`config.mk`:
```
export PLATFORM = sky130hd
export DESIGN_NAME = rsi_out
export DESIGN_NICKNAME = d
export VERILOG_FILES = /design/src/rsi_pkg.sv /design/src/rsi_out.sv
export SDC_FILE = /design/constraint.sdc
export NUM_CORES = 1
export LEC_CHECK = 0
export BUFFER_PORTS_ARGS = -buffer_cell sky130_fd_sc_hd__buf_2
export CAP_MARGIN = 10
export CORE_UTILIZATION = 62
export CTS_BUF_LIST = sky130_fd_sc_hd__clkbuf_2
export CTS_CLUSTER_SIZE = 20
export DETAILED_ROUTE_END_ITERATION = 8
export PLACE_DENSITY = 0.9
export SLEW_MARGIN = 0
export SYNTH_ARGS = -nofsm -noshare
export SYNTH_HDL_FRONTEND = slang
export SYNTH_SLANG_ARGS = --single-unit
```
`constraint.sdc`:
```
create_clock -name clk -period 11 [get_ports clk]
set_input_delay 0.55 -clock clk [delete_from_list [all_inputs] [get_ports clk]]
set_output_delay 0.55 -clock clk [all_outputs]
set_load 0.02 [all_outputs]
```
`src/rsi_pkg.sv`:
```
// Shared constants and register codes for the ray and sphere intersection pipeline.
package rsi_pkg;

  localparam int COORD_WIDTH_DEF = 32;
  localparam int DIR_WIDTH       = 18;
  localparam int FRAC_BITS       = 16;
  localparam int CFG_INDEX_WIDTH = 2;

  // Reset values in Q.16: center z is 20.0 and the radius is 5.0.
  localparam logic [63:0] CENTER_Z_RESET = 64'd1310720;
  localparam logic [63:0] RADIUS_RESET   = 64'd327680;

  typedef enum logic [CFG_INDEX_WIDTH-1:0] {
    CFG_CENTER_X = 2'd0,
    CFG_CENTER_Y = 2'd1,
    CFG_CENTER_Z = 2'd2,
    CFG_RADIUS   = 2'd3
  } cfg_index_t;

endpackage

```
`src/rsi_out.sv`:
```
// Near-root distance with saturation, output register and skid register.
module rsi_out #(
  parameter int COORD_WIDTH = rsi_pkg::COORD_WIDTH_DEF
) (
  input  logic                          clk,
  input  logic                          rst,
  output logic                          en,
  input  logic                          in_vld,
  input  logic                          in_hit,
  input  logic [COORD_WIDTH+3:0]        in_root,
  input  logic signed [COORD_WIDTH+4:0] in_b16,
  output logic                          out_vld,
  input  logic                          out_ready,
  output logic                          out_hit,
  output logic [COORD_WIDTH-1:0]        out_dist
);

  localparam int W   = COORD_WIDTH;
  localparam int DFW = W + 6;
  localparam logic signed [DFW-1:0] MAXV = {{(DFW-W+1){1'b0}}, {(W-1){1'b1}}};
  localparam logic signed [DFW-1:0] MINV = {{(DFW-W+1){1'b1}}, {(W-1){1'b0}}};

  logic signed [DFW-1:0] dist_full;
  logic [W-1:0]          new_dist;
  logic                  take;
  logic                  load_out;
  logic                  load_skid;
  logic                  skid_vld;
  logic                  skid_hit;
  logic [W-1:0]          skid_dist;
  logic                  out_vld_next;
  logic                  skid_vld_next;

  assign dist_full = -DFW'(in_b16) - $signed(DFW'(in_root));

  always_comb begin
    if (!in_hit) begin
      new_dist = MAXV[W-1:0];
    end else if (dist_full > MAXV) begin
      new_dist = MAXV[W-1:0];
    end else if (dist_full < MINV) begin
      new_dist = MINV[W-1:0];
    end else begin
      new_dist = dist_full[W-1:0];
    end
  end

  // The whole pipeline moves only while the skid register is empty.
  assign en        = !skid_vld;
  assign take      = in_vld && en;
  assign load_out  = skid_vld ? out_ready : (take && (!out_vld || out_ready));
  assign load_skid = take && out_vld && !out_ready;

  always_comb begin
    out_vld_next  = out_vld;
    skid_vld_next = skid_vld;
    if (load_out) begin
      out_vld_next = 1'b1;
    end else if (out_ready) begin
      out_vld_next = 1'b0;
    end
    if (load_skid) begin
      skid_vld_next = 1'b1;
    end else if (skid_vld && out_ready) begin
      skid_vld_next = 1'b0;
    end
  end

  always_ff @(posedge clk) begin
    if (rst) begin
      out_vld  <= 1'b0;
      skid_vld <= 1'b0;
    end else begin
      out_vld  <= out_vld_next;
      skid_vld <= skid_vld_next;
    end
  end

  always_ff @(posedge clk) begin
    if (load_out) begin
      out_hit  <= skid_vld ? skid_hit : in_hit;
      out_dist <= skid_vld ? skid_dist : new_dist;
    end
    if (load_skid) begin
      skid_hit  <= in_hit;
      skid_dist <= new_dist;
    end
  end

endmodule

```
==> flow_summary.json <==
{
  "status": "finished with violations",
  "slew_viol_final": 0,
  "synth_fa_ha_area_frac": 0.1619,
  "synthesis.nets": 778,
  "crit_arrival_ps": 4700,
  "min_to": "out_vld$_SDFFE_PP0P_",
  "min_path_type": "in -> reg",
  "max_freq_mhz": 221.5,
  "fin_crit_ps": 4514,
  "power_w": 0.0007691,
  "syn2layout_area_growth_pct": 11.75,
  "cts_root_buffer": "clkbuf_2",
  "clk_path_buf_depth": 2,
  "rr_worst_depth": 3,
  "reg2reg_from": "skid_vld$_SDFFE_PP0P_",
  "layout_common_cells": "buf_2 (112), inv_1 (85), nand2_1 (73), ha_1 (72), edfxtp_1 (66)",
  "end_kind": "flip-flop",
  "dieArea_sq_mm": 0.009559,
  "diodes": 0,
  "synth_edf_count": 66,
  "fin_crit_sh": 0.4104,
  "required_ps": 11190,
  "holdPathStages": 2,
  "rrSetupSlack_ps": 8450,
  "synth.yosys.seq_area_share": 0.3556,
  "synthXorXnorAreaFrac": 0.04620,
  "rows": 34,
  "wl_per_cell_um": 15.04,
  "ir_drop_mv": 0.05400,
  "synthDistinctLibCells": 64,
  "violations": "design-rule violations",
  "fin_area_sq_mm": 0.006355,
  "synth_flop_cell": "edfxtp_1",
  "overflow": 0,
  "cts_sinks": 68,
  "setup_viol": 0,
  "clock_latency_ps": 480,
  "clk_pin_slew_worst_paths_ps": 180,
  "crit_family": "compound AO/OA/AOI/OAI gates",
  "slowest_delay_ps": 770,
  "synth-simple-area-share": 0.1226,
  "antenna_found_initial": 0,
  "tightest_slew_ps": 1141,
  "vias_per_cell": 5.878,
  "fin_skew_ps": 15.33,
  "synthArstFlopShare": 0,
  "rsz0062_at_grt": "no",
  "dp_hpwl_um": 9939,
  "muxShareOfSynthArea": 0.001760,
  "syn_area_per_cell_sq_um": 9.070,
  "drtPass1Iterations": 7,
  "grt.total_usage": 0.2669,
  "setup.worst_path.start_class": "input pin",
  "coreArea_sq_mm": 0.008806,
  "gp_congestion": 0.9150,
  "die_w_um": 97.77,
  "synthCells": 627,
  "holdCritStartpoint": "rst",
  "cp_max_fo": 29,
  "synth_seq_cells": 68,
  "vias": 4926,
  "power_density_mw_per_mm2": 121.0,
  "io_pins": 113,
  "multi_input_area_sq_mm": 0.003182,
  "ctsResizeCount": 0,
  "final_hold_viol_count": 0,
  "final_layout_size_suffix_gt1_frac": 0.2000,
  "final_common_cell": "buf_2",
  "io_buffer_count": 112,
  "power_leakage_nw": 2.886,
  "fill_cells": 682,
  "crit_path_cell_trace": "buf_2 -> ha_1 -> inv_1 -> ha_1 -> inv_1 -> fa_1 -> nand2b_1 -> a21oi_1 -> o22a_1 -> o31a_1 -> a31oi_1 -> o311a_1 -> nand3_1 -> a211oi_4 -> nor2_2 -> buf_4 -> o21ai_0",
  "final_core_util": 0.7217,
  "drtAntennaViolNets": 0,
  "rr_endpoint": "out_dist[17]$_DFFE_PP_",
  "drcViolationCount": 12,
  "critPathSlowestCell": "nor2_2",
  "cp_num_buf_inv": 4,
  "criticalPathCategory": "in -> reg",
  "start_util": 0.6458,
  "place_area_sq_mm": 0.006242,
  "hold_ws_ps": 226.8,
  "grt_pass1_wl_um": 20660,
  "fin_nets": 876,
  "grt_pass1_vias": 4570,
  "routed_wl_um": 12600,
  "drt-initial-drc-count": 289,
  "seq_area_sq_mm": 0.002023,
  "cts-hold-fix-buffers": 0,
  "htreeDepth": 3,
  "cts_setup_buffers": 0,
  "slew_headroom": 0.2390,
  "synth_top_family_by_area": "compound AO/OA/AOI/OAI gates",
  "cts_made_buffers": 9,
  "grt_max_degree": 67,
  "cts_tree": "yes",
  "synth_compound_area_frac": 0.2262,
  "synth_area_sq_mm": 0.005687,
  "max_cap_viol_count": 0,
  "die_h_um": 97.77,
  "fin_tns_setup_ps": 0,
  "synth_warnings": 0
}
==> flip-flops by register name, summed over array words and instances, names as in the netlist <==
register and count:
out_dist 32, skid_dist 32, out_hit 1, out_vld 1, skid_hit 1, skid_vld 1
==> worst register-to-register path, stage by stage (launching register included) <==
cell	delay, ps
dfxtp_2	1120
inv_1	400
nand3_2	530
o311ai_1	240
==> worst max path at each step <==
stage | from | end | slack (ps) | cells after the start
finish | in_root[1] | skid_dist[11]$_DFFE_PP_ | 6490 | 17
global route | in_root[1] | skid_dist[19]$_DFFE_PP_ | 6270 | 17
CTS | in_root[1] | skid_dist[11]$_DFFE_PP_ | 6570 | 17
detailed placement | in_root[1] | skid_dist[10]$_DFFE_PP_ | 6030 | 17
global placement | in_root[1] | out_dist[9]$_DFFE_PP_ | 6230 | 17
floorplan | in_root[1] | out_dist[19]$_DFFE_PP_ | 7310 | 17
==> cell families (layout without fill, tap and decap cells) <==
logic type                 count (synthesis)  in the layout
xor gates and xnor gates                  30             30
and+or+nand+nor                          151            151
AOI/OAI and AO/OA                        191            191
buffers and inverters                    113            216
adders and majority gates                 73             73
DFF                                       68             68
muxes                                      1              1
==> Yosys cell counts, types with 3 or more instances <==
cell type	instances	area, sq um
o21bai_1	4	30.03
inv_1	85	319.1
nand2b_1	4	25.02
nor4_1	3	18.77
a21oi_1	46	230.2
a2bb2oi_1	3	26.28
and3_1	3	18.77
nor2b_1	3	18.77
or3_1	3	18.77
xor2_1	18	157.7
o311ai_1	27	236.5
a211oi_1	4	30.03
o21a_1	4	30.03
ha_1	72	900.9
nor3_1	9	45.04
o311ai_2	3	48.80
nand4_1	8	50.05
o211ai_1	7	52.55
xnor2_1	12	105.1
o21ai_0	53	265.3
nor2_1	29	108.9
clkbuf_1	9	33.78
a21o_1	11	82.58
buf_2	9	45.04
nand3_1	3	15.01
a31oi_1	5	31.28
nand2_1	73	274.0
buf_6	6	67.56
edfxtp_1	66	1982
==> routing by layer <==
layer | wire length [um] | GRT usage
met1 | 5704 | 0.3538
met2 | 5879 | 0.4512
met3 | 827 | 0.04366
met4 | 192 | 0.07925
met5 | 0 | 0
==> through the flow <==
| step | instances | worst slack [ps] |
|---|---|---|
| 6_report | 838 | 6486 |
| 5_1_grt | 838 | 6269 |
| 4_1_cts | 838 | 6566 |
| 3_5_place_dp | 822 | 6033 |
| 3_3_place_gp | 822 | 6225 |
| 2_1_floorplan | 627 | 7308 |
==> area by class of cell <==
cell class,count,share of cell area
Sequential cell,68,0.3184
Timing Repair Buffer,115,0.09175
Tap cell,108,0.02126
Clock inverter,7,0.01063
Clock buffer,9,0.007088
Inverter,85,0.05021
Multi-Input combinational cell,446,0.5007
==> report_power, final <==
part           total (W)  switching, W  internal (W)
Sequential      0.000320    0.00000616      0.000314
Clock           0.000138     0.0000871     0.0000512
Combinational   0.000311      0.000198      0.000113
Total           0.000769      0.000291      0.000478
(Power assumes the default switching activity.)
